**config.mk**
```make
export PLATFORM = sky130hd
export DESIGN_NAME = page_fault_frame_and_tlb_fill_core
export DESIGN_NICKNAME = d
export VERILOG_FILES = /design/src/rtl/pfft_pkg.sv /design/src/rtl/pfft_ram.sv /design/src/rtl/pfft_scan.sv /design/src/rtl/page_fault_frame_and_tlb_fill_core.sv
export SDC_FILE = /design/constraint.sdc
export NUM_CORES = 2
export LEC_CHECK = 0
export ABC_CLOCK_PERIOD_IN_PS = 29400
export BUFFER_PORTS_ARGS = -buffer_cell sky130_fd_sc_hd__clkbuf_2
export CAP_MARGIN = 0
export CORE_MARGIN = 5
export CORE_UTILIZATION = 55
export DETAILED_ROUTE_END_ITERATION = 8
export PLACE_DENSITY_LB_ADDON = 0.15
export SETUP_SLACK_MARGIN = 0.1
export SYNTH_ARGS = -nofsm -noshare
export SYNTH_HDL_FRONTEND = slang
export SYNTH_SLANG_ARGS = --single-unit
```
**constraint.sdc**
```tcl
create_clock -name clk -period 29.4 [get_ports clk]
set_input_delay 4.41 -clock clk [delete_from_list [all_inputs] [get_ports clk]]
set_output_delay 4.41 -clock clk [all_outputs]
set_load 0.005 [all_outputs]
```
**src/rtl/pfft_pkg.sv**
```systemverilog
// ----------------------------------------------------------------------------
// pfft_pkg
// Shared constants, types and state encoding for the page fault / TLB fill
// core.
// ----------------------------------------------------------------------------
`default_nettype none

package pfft_pkg;

	// Table geometry
	localparam int FRAME_COUNT = 32;
	localparam int SLOT_COUNT  = 4;
	localparam int PAGE_BYTES  = 128;

	localparam int ADDR_W      = 32;
	localparam int PID_W       = 8;
	localparam int PAGES_W     = 26;
	localparam int TIME_W      = 32;

	localparam int FRAME_IDX_W = $clog2(FRAME_COUNT);
	localparam int SLOT_IDX_W  = $clog2(SLOT_COUNT);
	localparam int LINK_W      = $clog2(SLOT_COUNT + 1);
	localparam int CNT_W       = $clog2(FRAME_COUNT + 1);
	localparam int PAGE_SHIFT  = $clog2(PAGE_BYTES);
	localparam int VPN_W       = ADDR_W - PAGE_SHIFT;

	// Slot link value meaning "frame not in the TLB"
	localparam logic [LINK_W-1:0] NO_SLOT = LINK_W'(SLOT_COUNT);

	// One frame table entry as kept in the frame RAM
	typedef struct packed {
		logic [PID_W-1:0]  owner;
		logic [VPN_W-1:0]  page;
		logic [TIME_W-1:0] last_used;
	} frame_entry_t;

	localparam int ENTRY_W = $bits(frame_entry_t);

	// Result of one pass over the frame table
	typedef struct packed {
		logic                   hit;
		logic [FRAME_IDX_W-1:0] hit_idx;
		logic                   free;
		logic [FRAME_IDX_W-1:0] free_idx;
		logic [FRAME_IDX_W-1:0] best_idx;
		logic [PID_W-1:0]       best_owner;
		logic [VPN_W-1:0]       best_page;
	} scan_res_t;

	// Sequencer states
	typedef enum logic [1:0] {
		ST_IDLE,
		ST_SCAN,
		ST_RESOLVE,
		ST_FILL
	} state_t;

endpackage

`default_nettype wire

```
**src/rtl/pfft_ram.sv**
```systemverilog
// ----------------------------------------------------------------------------
// pfft_ram
// Generic single-port RAM with registered read data.
// ----------------------------------------------------------------------------
`default_nettype none

module pfft_ram #(
	parameter int WIDTH = 8,
	parameter int DEPTH = 32
) (
	input  wire logic                     clk,
	input  wire logic [$clog2(DEPTH)-1:0] addr,
	input  wire logic                     we,
	input  wire logic [WIDTH-1:0]         wdata,
	output logic      [WIDTH-1:0]         rdata
);

	logic [WIDTH-1:0] mem_q [DEPTH];

	// Registered read; a write cycle returns the old contents
	always_ff @(posedge clk) begin
		if (we) begin
			mem_q[addr] <= wdata;
		end
		rdata <= mem_q[addr];
	end

endmodule

`default_nettype wire

```
**src/rtl/pfft_scan.sv**
```systemverilog
// ----------------------------------------------------------------------------
// pfft_scan
// Compare unit stepped once per frame entry: tracks the first matching
// frame, the first invalid frame and the least recently used frame.
// ----------------------------------------------------------------------------
`default_nettype none

module pfft_scan (
	input  wire logic                            clk,
	input  wire logic                            arst_n,
	input  wire logic                            clear,
	input  wire logic                            eval,
	input  wire logic [pfft_pkg::FRAME_IDX_W-1:0] idx,
	input  wire logic                            entry_valid,
	input  wire pfft_pkg::frame_entry_t          entry,
	input  wire logic [pfft_pkg::PID_W-1:0]      pid,
	input  wire logic [pfft_pkg::VPN_W-1:0]      vpn,
	output pfft_pkg::scan_res_t                  res
);

	logic                             hit_q;
	logic                             free_q;
	logic [pfft_pkg::FRAME_IDX_W-1:0] hit_idx_q;
	logic [pfft_pkg::FRAME_IDX_W-1:0] free_idx_q;
	logic [pfft_pkg::FRAME_IDX_W-1:0] best_idx_q;
	logic [pfft_pkg::TIME_W-1:0]      best_time_q;
	logic [pfft_pkg::PID_W-1:0]       best_owner_q;
	logic [pfft_pkg::VPN_W-1:0]       best_page_q;

	logic is_match;
	logic take_hit;
	logic take_free;
	logic take_best;

	// Compare of the current entry
	assign is_match  = entry_valid && (entry.owner == pid) && (entry.page == vpn);
	assign take_hit  = eval && !hit_q && is_match;
	assign take_free = eval && !free_q && !entry_valid;
	assign take_best = eval && ((idx == '0) || (entry.last_used < best_time_q));

	// Found flags
	always_ff @(posedge clk or negedge arst_n) begin
		if (!arst_n) begin
			hit_q  <= 1'b0;
			free_q <= 1'b0;
		end else if (clear) begin
			hit_q  <= 1'b0;
			free_q <= 1'b0;
		end else begin
			if (take_hit) begin
				hit_q <= 1'b1;
			end
			if (take_free) begin
				free_q <= 1'b1;
			end
		end
	end

	// Tracked indices and LRU candidate
	always_ff @(posedge clk) begin
		if (take_hit) begin
			hit_idx_q <= idx;
		end
		if (take_free) begin
			free_idx_q <= idx;
		end
		if (take_best) begin
			best_idx_q   <= idx;
			best_time_q  <= entry.last_used;
			best_owner_q <= entry.owner;
			best_page_q  <= entry.page;
		end
	end

	always_comb begin
		res.hit        = hit_q;
		res.hit_idx    = hit_idx_q;
		res.free       = free_q;
		res.free_idx   = free_idx_q;
		res.best_idx   = best_idx_q;
		res.best_owner = best_owner_q;
		res.best_page  = best_page_q;
	end

endmodule

`default_nettype wire

```
**src/rtl/page_fault_frame_and_tlb_fill_core.sv**
```systemverilog
// ----------------------------------------------------------------------------
// page_fault_frame_and_tlb_fill_core
// TLB miss handler: inverted page table lookup, LRU frame replacement and
// FIFO TLB slot fill.
// ----------------------------------------------------------------------------
// Usage:
//  - Input channel (in_valid/in_ready) takes one TLB miss transaction:
//    fault address, process id, process page count and current time.
//  - Output channel (out_valid/out_ready) returns one result transaction
//    per miss: error flag, hit flag, frame, TLB slot and evicted page.
//  - After acceptance the result passes through the read latency of the
//    single-port frame RAM, a scan of every frame entry through that RAM
//    and the compare unit, then a resolve step and a fill step before it is
//    valid. An address error skips the fill.
//  - in_ready is high only while the sequencer is idle, from the cycle after
//    the result is loaded; no new miss is taken until the previous one has
//    been loaded. A new transaction may be accepted while the previous result
//    still waits in the output register.
//  - When the receiver stalls, the sequencer holds in its last step until
//    the output register is free; nothing is lost or repeated.
//  - Reset clears all frame and slot valid bits, slot links and the FIFO
//    pointer; frame RAM contents are read only behind their valid bits.
// ----------------------------------------------------------------------------
`default_nettype none

module page_fault_frame_and_tlb_fill_core (
	input  wire logic                              clk,
	input  wire logic                              arst_n,
	input  wire logic                              in_valid,
	output logic                                   in_ready,
	input  wire logic [pfft_pkg::ADDR_W-1:0]       fault_address,
	input  wire logic [pfft_pkg::PID_W-1:0]        process_id,
	input  wire logic [pfft_pkg::PAGES_W-1:0]      process_pages,
	input  wire logic [pfft_pkg::TIME_W-1:0]       current_time,
	output logic                                   out_valid,
	input  wire logic                              out_ready,
	output logic                                   address_error,
	output logic                                   found_resident,
	output logic [pfft_pkg::FRAME_IDX_W-1:0]       frame,
	output logic [pfft_pkg::SLOT_IDX_W-1:0]        tlb_slot,
	output logic                                   evicted_valid,
	output logic [pfft_pkg::PID_W-1:0]             evicted_owner,
	output logic [pfft_pkg::VPN_W-1:0]             evicted_page
);

	pfft_pkg::state_t state_q, state_d;

	// Captured transaction
	logic [pfft_pkg::VPN_W-1:0]   vpn_q;
	logic [pfft_pkg::PID_W-1:0]   pid_q;
	logic [pfft_pkg::PAGES_W-1:0] pages_q;
	logic [pfft_pkg::TIME_W-1:0]  now_q;

	// Scan counter and table state
	logic [pfft_pkg::CNT_W-1:0]       cnt_q;
	logic [pfft_pkg::FRAME_COUNT-1:0] frame_valid_q;
	logic [pfft_pkg::LINK_W-1:0]      link_q [pfft_pkg::FRAME_COUNT];
	logic [pfft_pkg::SLOT_COUNT-1:0]  slot_valid_q;
	logic [pfft_pkg::FRAME_IDX_W-1:0] slot_frame_q [pfft_pkg::SLOT_COUNT];
	logic [pfft_pkg::SLOT_IDX_W-1:0]  fifo_q;

	// Resolved miss
	logic [pfft_pkg::FRAME_IDX_W-1:0] frm_q;
	logic                             hit_q;
	logic                             ev_q;
	logic [pfft_pkg::PID_W-1:0]       ev_owner_q;
	logic [pfft_pkg::VPN_W-1:0]       ev_page_q;

	// Output register
	logic                             out_valid_q;
	logic                             out_err_q;
	logic                             out_hit_q;
	logic [pfft_pkg::FRAME_IDX_W-1:0] out_frame_q;
	logic [pfft_pkg::SLOT_IDX_W-1:0]  out_slot_q;
	logic                             out_ev_q;
	logic [pfft_pkg::PID_W-1:0]       out_ev_owner_q;
	logic [pfft_pkg::VPN_W-1:0]       out_ev_page_q;

	logic                             accept;
	logic                             out_free;
	logic                             scan_eval;
	logic [pfft_pkg::FRAME_IDX_W-1:0] scan_idx;
	logic                             scan_done;
	pfft_pkg::scan_res_t              scan_res;
	pfft_pkg::frame_entry_t           ram_wdata;
	pfft_pkg::frame_entry_t           ram_rdata;
	logic [pfft_pkg::ENTRY_W-1:0]     ram_rdata_raw;
	logic [pfft_pkg::FRAME_IDX_W-1:0] ram_addr;
	logic                             ram_we;

	logic                             miss_err;
	logic [pfft_pkg::FRAME_IDX_W-1:0] frm_sel;
	logic                             evict_sel;
	logic [pfft_pkg::LINK_W-1:0]      victim_link;
	logic                             resolve_go;
	logic                             resolve_err;
	logic                             fill_go;
	logic                             free_slot_got;
	logic [pfft_pkg::SLOT_IDX_W-1:0]  free_slot;
	logic [pfft_pkg::SLOT_IDX_W-1:0]  fill_slot;
	logic                             old_slot_valid;
	logic [pfft_pkg::FRAME_IDX_W-1:0] old_slot_frame;
	logic [pfft_pkg::SLOT_IDX_W-1:0]  fifo_next;

	assign accept    = in_valid && in_ready;
	assign out_free  = !out_valid_q || out_ready;
	assign scan_idx  = pfft_pkg::FRAME_IDX_W'(cnt_q - pfft_pkg::CNT_W'(1));
	assign scan_done = (cnt_q == pfft_pkg::CNT_W'(pfft_pkg::FRAME_COUNT));

	// Next state
	always_comb begin
		state_d = state_q;
		unique case (state_q)
			pfft_pkg::ST_IDLE: begin
				if (in_valid) begin
					state_d = pfft_pkg::ST_SCAN;
				end
			end
			pfft_pkg::ST_SCAN: begin
				if (scan_done) begin
					state_d = pfft_pkg::ST_RESOLVE;
				end
			end
			pfft_pkg::ST_RESOLVE: begin
				if (!miss_err) begin
					state_d = pfft_pkg::ST_FILL;
				end else if (out_free) begin
					state_d = pfft_pkg::ST_IDLE;
				end
			end
			pfft_pkg::ST_FILL: begin
				if (out_free) begin
					state_d = pfft_pkg::ST_IDLE;
				end
			end
			default: state_d = pfft_pkg::ST_IDLE;
		endcase
	end

	// Sequencer outputs
	always_comb begin
		in_ready    = 1'b0;
		scan_eval   = 1'b0;
		ram_addr    = pfft_pkg::FRAME_IDX_W'(cnt_q);
		ram_we      = 1'b0;
		resolve_go  = 1'b0;
		resolve_err = 1'b0;
		fill_go     = 1'b0;
		unique case (state_q)
			pfft_pkg::ST_IDLE: begin
				in_ready = 1'b1;
			end
			pfft_pkg::ST_SCAN: begin
				scan_eval = (cnt_q != '0);
			end
			pfft_pkg::ST_RESOLVE: begin
				ram_addr    = frm_sel;
				ram_we      = !miss_err;
				resolve_go  = !miss_err;
				resolve_err = miss_err && out_free;
			end
			pfft_pkg::ST_FILL: begin
				fill_go = out_free;
			end
			default: begin
				in_ready = 1'b0;
			end
		endcase
	end

	always_ff @(posedge clk or negedge arst_n) begin
		if (!arst_n) begin
			state_q <= pfft_pkg::ST_IDLE;
		end else begin
			state_q <= state_d;
		end
	end

	// Capture the transaction
	always_ff @(posedge clk) begin
		if (accept) begin
			vpn_q   <= fault_address[pfft_pkg::ADDR_W-1:pfft_pkg::PAGE_SHIFT];
			pid_q   <= process_id;
			pages_q <= process_pages;
			now_q   <= current_time;
		end
	end

	// Scan counter: issue read for entry cnt, evaluate entry cnt-1
	always_ff @(posedge clk or negedge arst_n) begin
		if (!arst_n) begin
			cnt_q <= '0;
		end else if (accept) begin
			cnt_q <= '0;
		end else if (state_q == pfft_pkg::ST_SCAN && !scan_done) begin
			cnt_q <= cnt_q + pfft_pkg::CNT_W'(1);
		end
	end

	// Frame RAM: owner, page and last-used stamp
	assign ram_wdata.owner     = pid_q;
	assign ram_wdata.page      = vpn_q;
	assign ram_wdata.last_used = now_q;
	assign ram_rdata           = pfft_pkg::frame_entry_t'(ram_rdata_raw);

	pfft_ram #(
		.WIDTH(pfft_pkg::ENTRY_W),
		.DEPTH(pfft_pkg::FRAME_COUNT)
	) u_frame_ram (
		.clk  (clk),
		.addr (ram_addr),
		.we   (ram_we),
		.wdata(ram_wdata),
		.rdata(ram_rdata_raw)
	);

	pfft_scan u_scan (
		.clk        (clk),
		.arst_n     (arst_n),
		.clear      (accept),
		.eval       (scan_eval),
		.idx        (scan_idx),
		.entry_valid(frame_valid_q[scan_idx]),
		.entry      (ram_rdata),
		.pid        (pid_q),
		.vpn        (vpn_q),
		.res        (scan_res)
	);

	// Resolve: hit, address error, free frame or LRU victim
	assign miss_err    = !scan_res.hit &&
		({1'b0, vpn_q} >= pfft_pkg::PAGES_W'(pages_q));
	assign frm_sel     = scan_res.hit ? scan_res.hit_idx :
		(scan_res.free ? scan_res.free_idx : scan_res.best_idx);
	assign evict_sel   = !scan_res.hit && !scan_res.free;
	assign victim_link = link_q[frm_sel];

	always_ff @(posedge clk) begin
		if (resolve_go) begin
			frm_q      <= frm_sel;
			hit_q      <= scan_res.hit;
			ev_q       <= evict_sel;
			ev_owner_q <= evict_sel ? scan_res.best_owner : '0;
			ev_page_q  <= evict_sel ? scan_res.best_page : '0;
		end
	end

	// Fill: first free slot, else FIFO pointer
	always_comb begin
		free_slot_got = 1'b0;
		free_slot     = '0;
		for (int i = pfft_pkg::SLOT_COUNT - 1; i >= 0; i--) begin
			if (!slot_valid_q[i]) begin
				free_slot_got = 1'b1;
				free_slot     = pfft_pkg::SLOT_IDX_W'(i);
			end
		end
	end

	assign fill_slot      = free_slot_got ? free_slot : fifo_q;
	assign old_slot_valid = slot_valid_q[fill_slot];
	assign old_slot_frame = slot_frame_q[fill_slot];
	assign fifo_next      = (fill_slot == pfft_pkg::SLOT_IDX_W'(pfft_pkg::SLOT_COUNT - 1)) ?
		'0 : fill_slot + pfft_pkg::SLOT_IDX_W'(1);

	// Frame valid bits, slot links, slot valid bits and FIFO pointer
	always_ff @(posedge clk or negedge arst_n) begin
		if (!arst_n) begin
			frame_valid_q <= '0;
			slot_valid_q  <= '0;
			fifo_q        <= '0;
			for (int j = 0; j < pfft_pkg::FRAME_COUNT; j++) begin
				link_q[j] <= pfft_pkg::NO_SLOT;
			end
		end else if (resolve_go) begin
			frame_valid_q[frm_sel] <= 1'b1;
			if (!scan_res.hit) begin
				link_q[frm_sel] <= pfft_pkg::NO_SLOT;
			end
			if (evict_sel && (victim_link < pfft_pkg::NO_SLOT)) begin
				slot_valid_q[victim_link[pfft_pkg::SLOT_IDX_W-1:0]] <= 1'b0;
			end
		end else if (fill_go) begin
			slot_valid_q[fill_slot] <= 1'b1;
			fifo_q                  <= fifo_next;
			for (int j = 0; j < pfft_pkg::FRAME_COUNT; j++) begin
				if (pfft_pkg::FRAME_IDX_W'(j) == frm_q) begin
					link_q[j] <= pfft_pkg::LINK_W'(fill_slot);
				end else if (old_slot_valid &&
					(old_slot_frame == pfft_pkg::FRAME_IDX_W'(j))) begin
					link_q[j] <= pfft_pkg::NO_SLOT;
				end
			end
		end
	end

	always_ff @(posedge clk) begin
		if (fill_go) begin
			slot_frame_q[fill_slot] <= frm_q;
		end
	end

	// Output register
	always_ff @(posedge clk or negedge arst_n) begin
		if (!arst_n) begin
			out_valid_q <= 1'b0;
		end else if (resolve_err || fill_go) begin
			out_valid_q <= 1'b1;
		end else if (out_ready) begin
			out_valid_q <= 1'b0;
		end
	end

	always_ff @(posedge clk) begin
		if (resolve_err) begin
			out_err_q      <= 1'b1;
			out_hit_q      <= 1'b0;
			out_frame_q    <= '0;
			out_slot_q     <= '0;
			out_ev_q       <= 1'b0;
			out_ev_owner_q <= '0;
			out_ev_page_q  <= '0;
		end else if (fill_go) begin
			out_err_q      <= 1'b0;
			out_hit_q      <= hit_q;
			out_frame_q    <= frm_q;
			out_slot_q     <= fill_slot;
			out_ev_q       <= ev_q;
			out_ev_owner_q <= ev_owner_q;
			out_ev_page_q  <= ev_page_q;
		end
	end

	assign out_valid      = out_valid_q;
	assign address_error  = out_err_q;
	assign found_resident = out_hit_q;
	assign frame          = out_frame_q;
	assign tlb_slot       = out_slot_q;
	assign evicted_valid  = out_ev_q;
	assign evicted_owner  = out_ev_owner_q;
	assign evicted_page   = out_ev_page_q;

	// Checks
	a_err_clean: assert property (@(posedge clk) disable iff (!arst_n)
		(out_valid_q && out_err_q) |-> (!out_hit_q && !out_ev_q && out_frame_q == '0))
		else $error("address error result carries frame data");

	a_evict_not_hit: assert property (@(posedge clk) disable iff (!arst_n)
		(out_valid_q && out_ev_q) |-> !out_hit_q)
		else $error("eviction reported on a resident hit");

	a_frame_valid: assert property (@(posedge clk) disable iff (!arst_n)
		(out_valid_q && !out_err_q) |-> frame_valid_q[out_frame_q])
		else $error("reported frame is not valid");

	a_slot_filled: assert property (@(posedge clk) disable iff (!arst_n)
		fill_go |=> (slot_valid_q[out_slot_q] && slot_frame_q[out_slot_q] == out_frame_q))
		else $error("filled slot not recorded");

	a_cnt_range: assert property (@(posedge clk) disable iff (!arst_n)
		(state_q == pfft_pkg::ST_SCAN) |-> (cnt_q <= pfft_pkg::CNT_W'(pfft_pkg::FRAME_COUNT)))
		else $error("scan counter out of range");

endmodule

`default_nettype wire
```
# After elaboration in Yosys (flattened, before gate mapping)
# Memories as Yosys holds them, arrays and structs flattened. A register that Yosys moved wholly into a read port is not among the register bits.
# Index checks and enable logic that the tools add are counted.
[op_classes]
n_eq_ne = 73
n_lt_le_gt_ge = 12
n_reduce_logical = 135
mux = 120
bitwise_logic = 9
add_sub_neg = 3
[ops]
columns = ["op", "count"]
rows = [
  ["2-to-1 mux 96 bit", 3],
  ["2-to-1 mux 3 bit", 67],
  ["AND reduction 3 bit", 32],
  ["nonzero test 3 bit", 32],
  ["== test 5 bit (first input constant)", 16],
  ["== test 5 bit (second input constant)", 16],
  ["AND 64 bit", 1],
  ["inverter 64 bit", 1],
  ["bitwise OR 32 bit", 2],
  ["logical AND 1 bit", 49],
  ["== test 4 x 5 -> 1 bit (first input constant)", 8],
  ["== test 5 x 4 -> 1 bit (second input constant)", 8],
  ["< comparator 32 bit", 1],
  [">= comparator 25 x 26 -> 1 bit", 1],
  ["== test 25 bit", 1],
  ["2-to-1 mux 1 bit", 24],
  ["== test 3 x 5 -> 1 bit (first input constant)", 4],
  ["== test 5 x 3 -> 1 bit (second input constant)", 4],
  ["2-to-1 mux 2 bit", 10],
  ["binary-select mux 3 bit (select 5 bit)", 1],
  ["demux 3 bit (select 5 bit)", 1],
  ["logical NOT 5 bit", 3],
  ["2-to-1 mux 5 bit", 3],
  ["< comparator 5 x 6 -> 1 bit (second input constant)", 2],
  ["other kinds (37)", 62],
]
[totals]
out_inout_bits = 45
ram_bits = 2100
mem_count = 2
in_bits = 102
register_bits = 399
elab_cells = 416
[mem_list]
columns = ["name", "words", "width", "rd", "rd_ports_with_merged_regs", "write_ports", "line", "rtl"]
rows = [
  ["u_frame_ram.mem_q", 32, 65, 1, 1, 1, "pfft_ram.sv:18", "logic [WIDTH-1:0] mem_q [DEPTH];"],
  ["slot_frame_q", 4, 5, 1, 0, 1, "page_fault_frame_and_tlb_fill_core.sv:59", "logic [pfft_pkg::FRAME_IDX_W-1:0] slot_frame_q [pfft_pkg::SLOT_COUNT];"],
]

# Longest topological paths before layout
[logic_depth]
word_depth = 14
mapped_depth = 13
depth_no_buf = 11

# Hierarchy
# From an unflattened synthesis, not the netlist that was laid out.
[hier_totals]
hier_cells = 5745
area_unflattened_um2 = 98777.2
[by_module_without_submodules]
columns = ["mod", "cells_per_inst", "seq_area_each_um2", "instances", "area_each_um2"]
rows = [
  ["pfft_ram", 4198, 63761.2, 1, 79993.0],
  ["page_fault_frame_and_tlb_fill_core", 1296, 9013.6, 1, 15093.2],
  ["pfft_scan", 251, 2452.4, 1, 3691.0],
]

# Least setup slack after synthesis
# Ideal clock, no wire load.
[synth_path]
kind = "reg-to-reg"
from = "register vpn_q[13] in the netlist's numbering"
to = "register link_q[54] in the netlist's numbering"
synth_period_minus_slack_ps = 9980
stages_incl_launch_ff = 11
t_arrival_ps = 9854
path_buffers = 1
t_required_ps = 29274
setup_time_ps = 126
setup_slack_ps = 19420
path_cell_list = "edfxtp_1 ha_1 a21oi_1 a31oi_1 a211oi_1 nor3_1 or3b_1 clkbuf_1 nor4_1 a22oi_1 a22o_1"
[synth_via]
elab_chain_len = 6
word_cells_on_any_way = 9
classes_between = "order compare (1); eq/ne (1); mux (2); reduce/logical (5)"
[synth_lines]
columns = ["item", "line", "rtl"]
rows = [
  ["from (decl)", "page_fault_frame_and_tlb_fill_core.sv:49", "logic [pfft_pkg::VPN_W-1:0] vpn_q;"],
  ["from (signal assigned)", "page_fault_frame_and_tlb_fill_core.sv:182", "vpn_q <= fault_address[pfft_pkg::ADDR_W-1:pfft_pkg::PAGE_SHIFT];"],
  [">= comparator 25 x 26 -> 1 bit *", "page_fault_frame_and_tlb_fill_core.sv:232", "({1'b0, vpn_q} >= pfft_pkg::PAGES_W'(pages_q));"],
  ["logical AND 1 bit *", "page_fault_frame_and_tlb_fill_core.sv:231", "assign miss_err = !scan_res.hit &&"],
  ["logical NOT 1 bit *", "page_fault_frame_and_tlb_fill_core.sv:159", "resolve_go = !miss_err;"],
  ["2-to-1 mux 1 bit *", "page_fault_frame_and_tlb_fill_core.sv:149", "unique case (state_q)"],
  ["!= test 2 bit (no line), or another cell as far along", "n/a", ""],
  ["AND reduction 3 bit (no line)", "n/a", ""],
  ["to (signal, indexed assignment)", "page_fault_frame_and_tlb_fill_core.sv:273", "link_q[j] <= pfft_pkg::NO_SLOT;"],
  ["to (signal, indexed assignment)", "page_fault_frame_and_tlb_fill_core.sv:278", "link_q[frm_sel] <= pfft_pkg::NO_SLOT;"],
  ["to (signal, indexed assignment)", "page_fault_frame_and_tlb_fill_core.sv:288", "link_q[j] <= pfft_pkg::LINK_W'(fill_slot);"],
  ["to (decl)", "page_fault_frame_and_tlb_fill_core.sv:57", "logic [pfft_pkg::LINK_W-1:0] link_q [pfft_pkg::FRAME_COUNT];"],
]
# Every way passes the cells marked *; elsewhere a longest branch is shown, timed or not.
# A chain may end at the register's enable or synchronous reset.

# Final worst setup path
[layout_path]
from = "register state_q[0]"
to = "register u_frame_ram.rdata[56], read port of u_frame_ram.mem_q"
[layout_via]
elab_chain_len = 2
[layout_lines]
columns = ["item", "line", "rtl"]
rows = [
  ["from (decl)", "page_fault_frame_and_tlb_fill_core.sv:46", "pfft_pkg::state_t state_q, state_d;"],
  ["from (signal assigned)", "page_fault_frame_and_tlb_fill_core.sv:173", "state_q <= pfft_pkg::ST_IDLE;"],
  ["from (signal assigned)", "page_fault_frame_and_tlb_fill_core.sv:175", "state_q <= state_d;"],
  ["== test 2 bit", "page_fault_frame_and_tlb_fill_core.sv:149", ""],
  ["2-to-1 mux 5 bit", "page_fault_frame_and_tlb_fill_core.sv:149", ""],
  ["to (decl)", "pfft_ram.sv:15", "output logic [WIDTH-1:0] rdata"],
]
# No other way between the ends.

==> run summary <==
==========================================================================================
Run status .................................................................. complete, no violations
Clock edge transition at the registers on the reported setup and hold paths .      0.06 ns
DR iter-0 viols .............................................................        8,392
Drt via density .............................................................        6.594
Endpoints failing hold ......................................................            0
Multiplexer share of the synthesized area ...................................      0.09206
First-pass detailed-route iteration total ...................................            6
Vertical die dimension ......................................................     434.7 um
Setup repair after global routing missed its margin .........................           no
Share of flip-flops with an asynchronous set or reset .......................      0.05655
Area of the die ............................................................. 189,000 sq um
Share of the yosys chip area belonging to registers .........................       0.7582
Share of synthesized cell area in and, or, nand and nor gates ...............      0.06154
Post-CTS Repair Setup Buffers ...............................................            0
Post-detailed-route count of antenna-violating nets .........................            0
Most frequent cells after synthesis ......................................... sky130_fd_sc_hd__edfxtp_1 (2,311), sky130_fd_sc_hd__nand2_1 (708), sky130_fd_sc_hd__mux4_2 (368), sky130_fd_sc_hd__a21oi_1 (221)
DRC errors left .............................................................            0
Synth Flop Type ............................................................. sky130_fd_sc_hd__edfxtp_1
Antenna violations before repair ............................................            9
Slew @ Worst Pin ............................................................     1.320 ns
Category of the worst setup path capture point ..............................     register
Synth Cell Area ............................................................. 99,220 sq um
Post-route fraction of the period consumed by the critical path .............       0.2219
WL per Instance .............................................................     32.82 um
CP max stage delay ..........................................................      0.89 ns
Worst reg2reg path endpoint ................................................. u_frame_ram.rdata[56]$_DFF_P_
Worst Hold Path EP .......................................................... u_scan.best_time_q[2]$_DFFE_PP_
Count of input and output buffers ...........................................          139
Standard cell with the maximum stage delay on the critical path ............. sky130_fd_sc_hd__buf_4
Post-synthesis instance total ...............................................        5,717
Overall global routing resource usage .......................................       0.2926
Most frequent cell on the critical path ..................................... sky130_fd_sc_hd__buf_4
Clock Tree Root ............................................................. sky130_fd_sc_hd__clkbuf_16
Most instantiated library cell after synthesis .............................. sky130_fd_sc_hd__edfxtp_1
Routing layer with the top usage in global route ............................         met2
Routability congestion estimate .............................................       0.8630
Largest delay share family, worst path ...................................... buffers and inverters
Total gr overflow ...........................................................            0
# rows ......................................................................          155
Final standard cell utilization of the core .................................       0.6221
Cts-stage hold buffer count .................................................            0
Complex-gate fraction of the synthesized area ...............................      0.05969
Kind of critical path ....................................................... register to register
Worst min-delay path startpoint ............................................. u_frame_ram.rdata[2]$_DFF_P_
Global-route met1 utilization ...............................................       0.4261
Number of different library cells in the post-synthesis netlist .............           80
Adder and majority cell fraction of the synthesized area ....................     0.008071
Path depth of the worst reg2reg path ........................................           11
CTS tree ....................................................................          yes
Top-area cell type share of the netlist area ................................       0.6995
GR Layer Usage met2 .........................................................       0.4546
Pin count of the biggest net entering global routing ........................          163
Worst hold slack ............................................................    0.4167 ns
First-pass GRT wire length ..................................................   398,200 um
Cell Chain, Critical Path ................................................... nand2b_2 -> buf_4 -> nand2_1 -> o21ai_4 -> buf_12 -> buf_4 -> buf_12 -> buf_4 -> mux4_2 -> a22oi_1 -> nand4_1
Starting density of the core ................................................       0.5543
Fraction of final layout cells sized beyond drive strength 1 ................       0.1883
Critical R2R Launch ......................................................... state_q[0]$_DFFE_PN0P_
Highest clock rate ..........................................................    153.3 MHz
Max-slew headroom at the worst pin ..........................................       0.1203
Placeable Area .............................................................. 179,000 sq um
Max_cap viols ...............................................................            0
DRT Wirelength ..............................................................   279,300 um
Req. time, crit path ........................................................     29.99 ns
Crit path buffers/inverters .................................................            5
TritonCTS buffer count ......................................................          241
EDFF count, synth ...........................................................        2,311
Via count of the first global-routing pass ..................................       54,320
Peak supply drop ............................................................     102.0 uV
Horiz. Die Dim ..............................................................     434.7 um
Final setup violation count .................................................            0
Cell types with the largest area share after synthesis ...................... sky130_fd_sc_hd__edfxtp_1 (70%), sky130_fd_sc_hd__mux4_2 (8.4%), sky130_fd_sc_hd__dfrtp_1 (2.9%), sky130_fd_sc_hd__nand2_1 (2.7%), sky130_fd_sc_hd__dfxtp_1 (2.2%)
Cell taking the most area after synthesis ................................... sky130_fd_sc_hd__edfxtp_1
Clock Path Buffers ..........................................................            3
GR met3 Demand/Resource .....................................................      0.05128
Min-delay worst type ........................................................ register to register
Min-Delay Path Depth ........................................................            0
Net count of the finished layout ............................................        6,101
Combinational family with the most area after synthesis ..................... multiplexers
Number of sinks handled by clock tree synthesis .............................        2,564
Top-Level Pins ..............................................................          147
DPL Wire Length .............................................................   144,500 um
Mean post-synth cell area ...................................................  17.35 sq um
Filler cell count in the final layout .......................................       12,690
Number of synthesized register bits .........................................        2,564
Pins Over Slew Limit ........................................................            0
Time the final worst path needs with I/O delays and setup ...................     6.524 ns
Arrival time at the worst endpoint ..........................................      7.11 ns
Post-CTS Resized ............................................................            0
Yosys warning count .........................................................            0
# H-tree levels .............................................................            4
Register-to-register setup slack ............................................     22.88 ns
Overall via count from detail_route .........................................       56,100
Number of cells after detailed placement ....................................        8,047
Clk_skew ....................................................................   0.04682 ns
Xor and xnor area share after synthesis .....................................     0.003443
Syn Nets ....................................................................        5,883
Final sum of negative setup slack ...........................................         0 ns
Clock insertion delay at the later pin of the skew report ...................      0.88 ns
Critical-path maximum fanout ................................................          110
Launching element type of the critical path .................................     register
Area delta synth->final .....................................................       12.24%
Ratio of total power to cell area ........................................... 102.3 nW/um^2
Static power due to leakage .................................................     37.28 nW
Layout Cells excl Fill ......................................................        8,508
==========================================================================================
routing by layer:
layer | routed length [um] | share of wire
met1 | 110200 | 0.39
met2 | 130100 | 0.47
met3 | 28380 | 0.10
met4 | 10520 | 0.038
met5 | 12 | 0.000043
power by group:
group	total, mW	internal, mW	leakage (nW)	switching (mW)
clock network	3.16	1.81	3.94	1.35
logic	3.48	1.28	9.79	2.20
registers	4.75	4.47	23.6	0.279
total	11.4	7.57	37.3	3.83
final cells by class:
type	instances	area, sq um	share of cell area
flip-flops and latches	2564	75230	0.6755
multi-input cells	2741	22750	0.2043
clock buffers	350	6803	0.06109
well taps	2355	2947	0.02646
repair buffers	295	1986	0.01783
clock inverters	109	1291	0.01160
inverters	92	347.8	0.003123
diodes	2	5.005	0.00004494
state kept, by name, indices dropped and copies added, names as in the netlist, 20 cells and up:
name	flops
u_frame_ram.rdata	65
pages_q	26
now_q	32
u_scan.best_time_q	32
u_frame_ram.mem_q	2080
slot_frame_q	20
evicted_page	25
link_q	96
frame_valid_q	32
u_scan.best_page_q	25
ev_page_q	25
vpn_q	25
through the flow:
stage	area, sq um	setup slack [ns]	total power, mW
after floorplan	99220	19.42	7.034
after global placement	103300	22.39	8.212
after detailed placement	103300	22.37	8.263
after CTS	111400	22.93	11.40
after global routing	111400	22.36	11.84
final	111400	22.88	11.39
worst max path at each step:
stage                            from                             to  depth (start not counted)
6_report       state_q[0]$_DFFE_PN0P_  u_frame_ram.rdata[56]$_DFF_P_                         11
5_1_grt        state_q[0]$_DFFE_PN0P_  u_frame_ram.rdata[56]$_DFF_P_                         11
4_1_cts        state_q[0]$_DFFE_PN0P_  u_frame_ram.rdata[56]$_DFF_P_                         11
3_5_place_dp                out_ready         link_q[60]$_DFFE_PN0P_                          6
3_3_place_gp                out_ready         link_q[61]$_DFFE_PN0P_                          6
2_1_floorplan     vpn_q[13]$_DFFE_PP_         link_q[54]$_DFFE_PN0P_                         10
cell usage in the layout (no fill, tap or decap), types with 23 or more instances in the layout:
master                      Yosys  routed
sky130_fd_sc_hd__and3_1        94      84
sky130_fd_sc_hd__dfrtp_1      113     113
sky130_fd_sc_hd__a22o_1        71      69
sky130_fd_sc_hd__edfxtp_1    2311    2311
sky130_fd_sc_hd__mux2i_1       83      83
sky130_fd_sc_hd__nand3_1       38      37
sky130_fd_sc_hd__clkbuf_16      0     243
sky130_fd_sc_hd__dfxtp_1      108     108
sky130_fd_sc_hd__ha_1          64      64
sky130_fd_sc_hd__nor2_1       146     136
sky130_fd_sc_hd__nand2_1      708     707
sky130_fd_sc_hd__inv_1         86      86
sky130_fd_sc_hd__clkbuf_2       0     138
sky130_fd_sc_hd__or2_2         26      26
sky130_fd_sc_hd__buf_4          2     147
sky130_fd_sc_hd__clkinv_1       3      32
sky130_fd_sc_hd__a21oi_1      221     221
sky130_fd_sc_hd__nor4_1        42      36
sky130_fd_sc_hd__nand4_1       84      84
sky130_fd_sc_hd__clkinv_2       0      36
sky130_fd_sc_hd__clkbuf_1     174      75
sky130_fd_sc_hd__dfstp_2       32      32
sky130_fd_sc_hd__clkbuf_8       0      32
sky130_fd_sc_hd__mux4_2       368     368
sky130_fd_sc_hd__xnor2_1       23      23
sky130_fd_sc_hd__bufinv_16      0      23
sky130_fd_sc_hd__a22oi_1      174     174
sky130_fd_sc_hd__and2_1        52      48
sky130_fd_sc_hd__o22ai_1       56      52
sky130_fd_sc_hd__o21ai_0       98      95
sky130_fd_sc_hd__o211ai_1      32      32
sky130_fd_sc_hd__a311oi_1      83      83
sky130_fd_sc_hd__nor3_1        72      62
cells by family (layout without fill, tap and decap cells):
kind of cell | Yosys count | count (layout)
XOR/XNOR | 39 | 39
AO/OA/AOI/OAI | 866 | 866
multiplexers | 452 | 452
buffers and inverters | 412 | 846
adder cells (fa/ha/maj) | 64 | 64
AND/OR/NAND/NOR | 1320 | 1320
flip-flops | 2564 | 2564
other | 0 | 2
No activity file was read; power rests on OpenSTA's default activity.
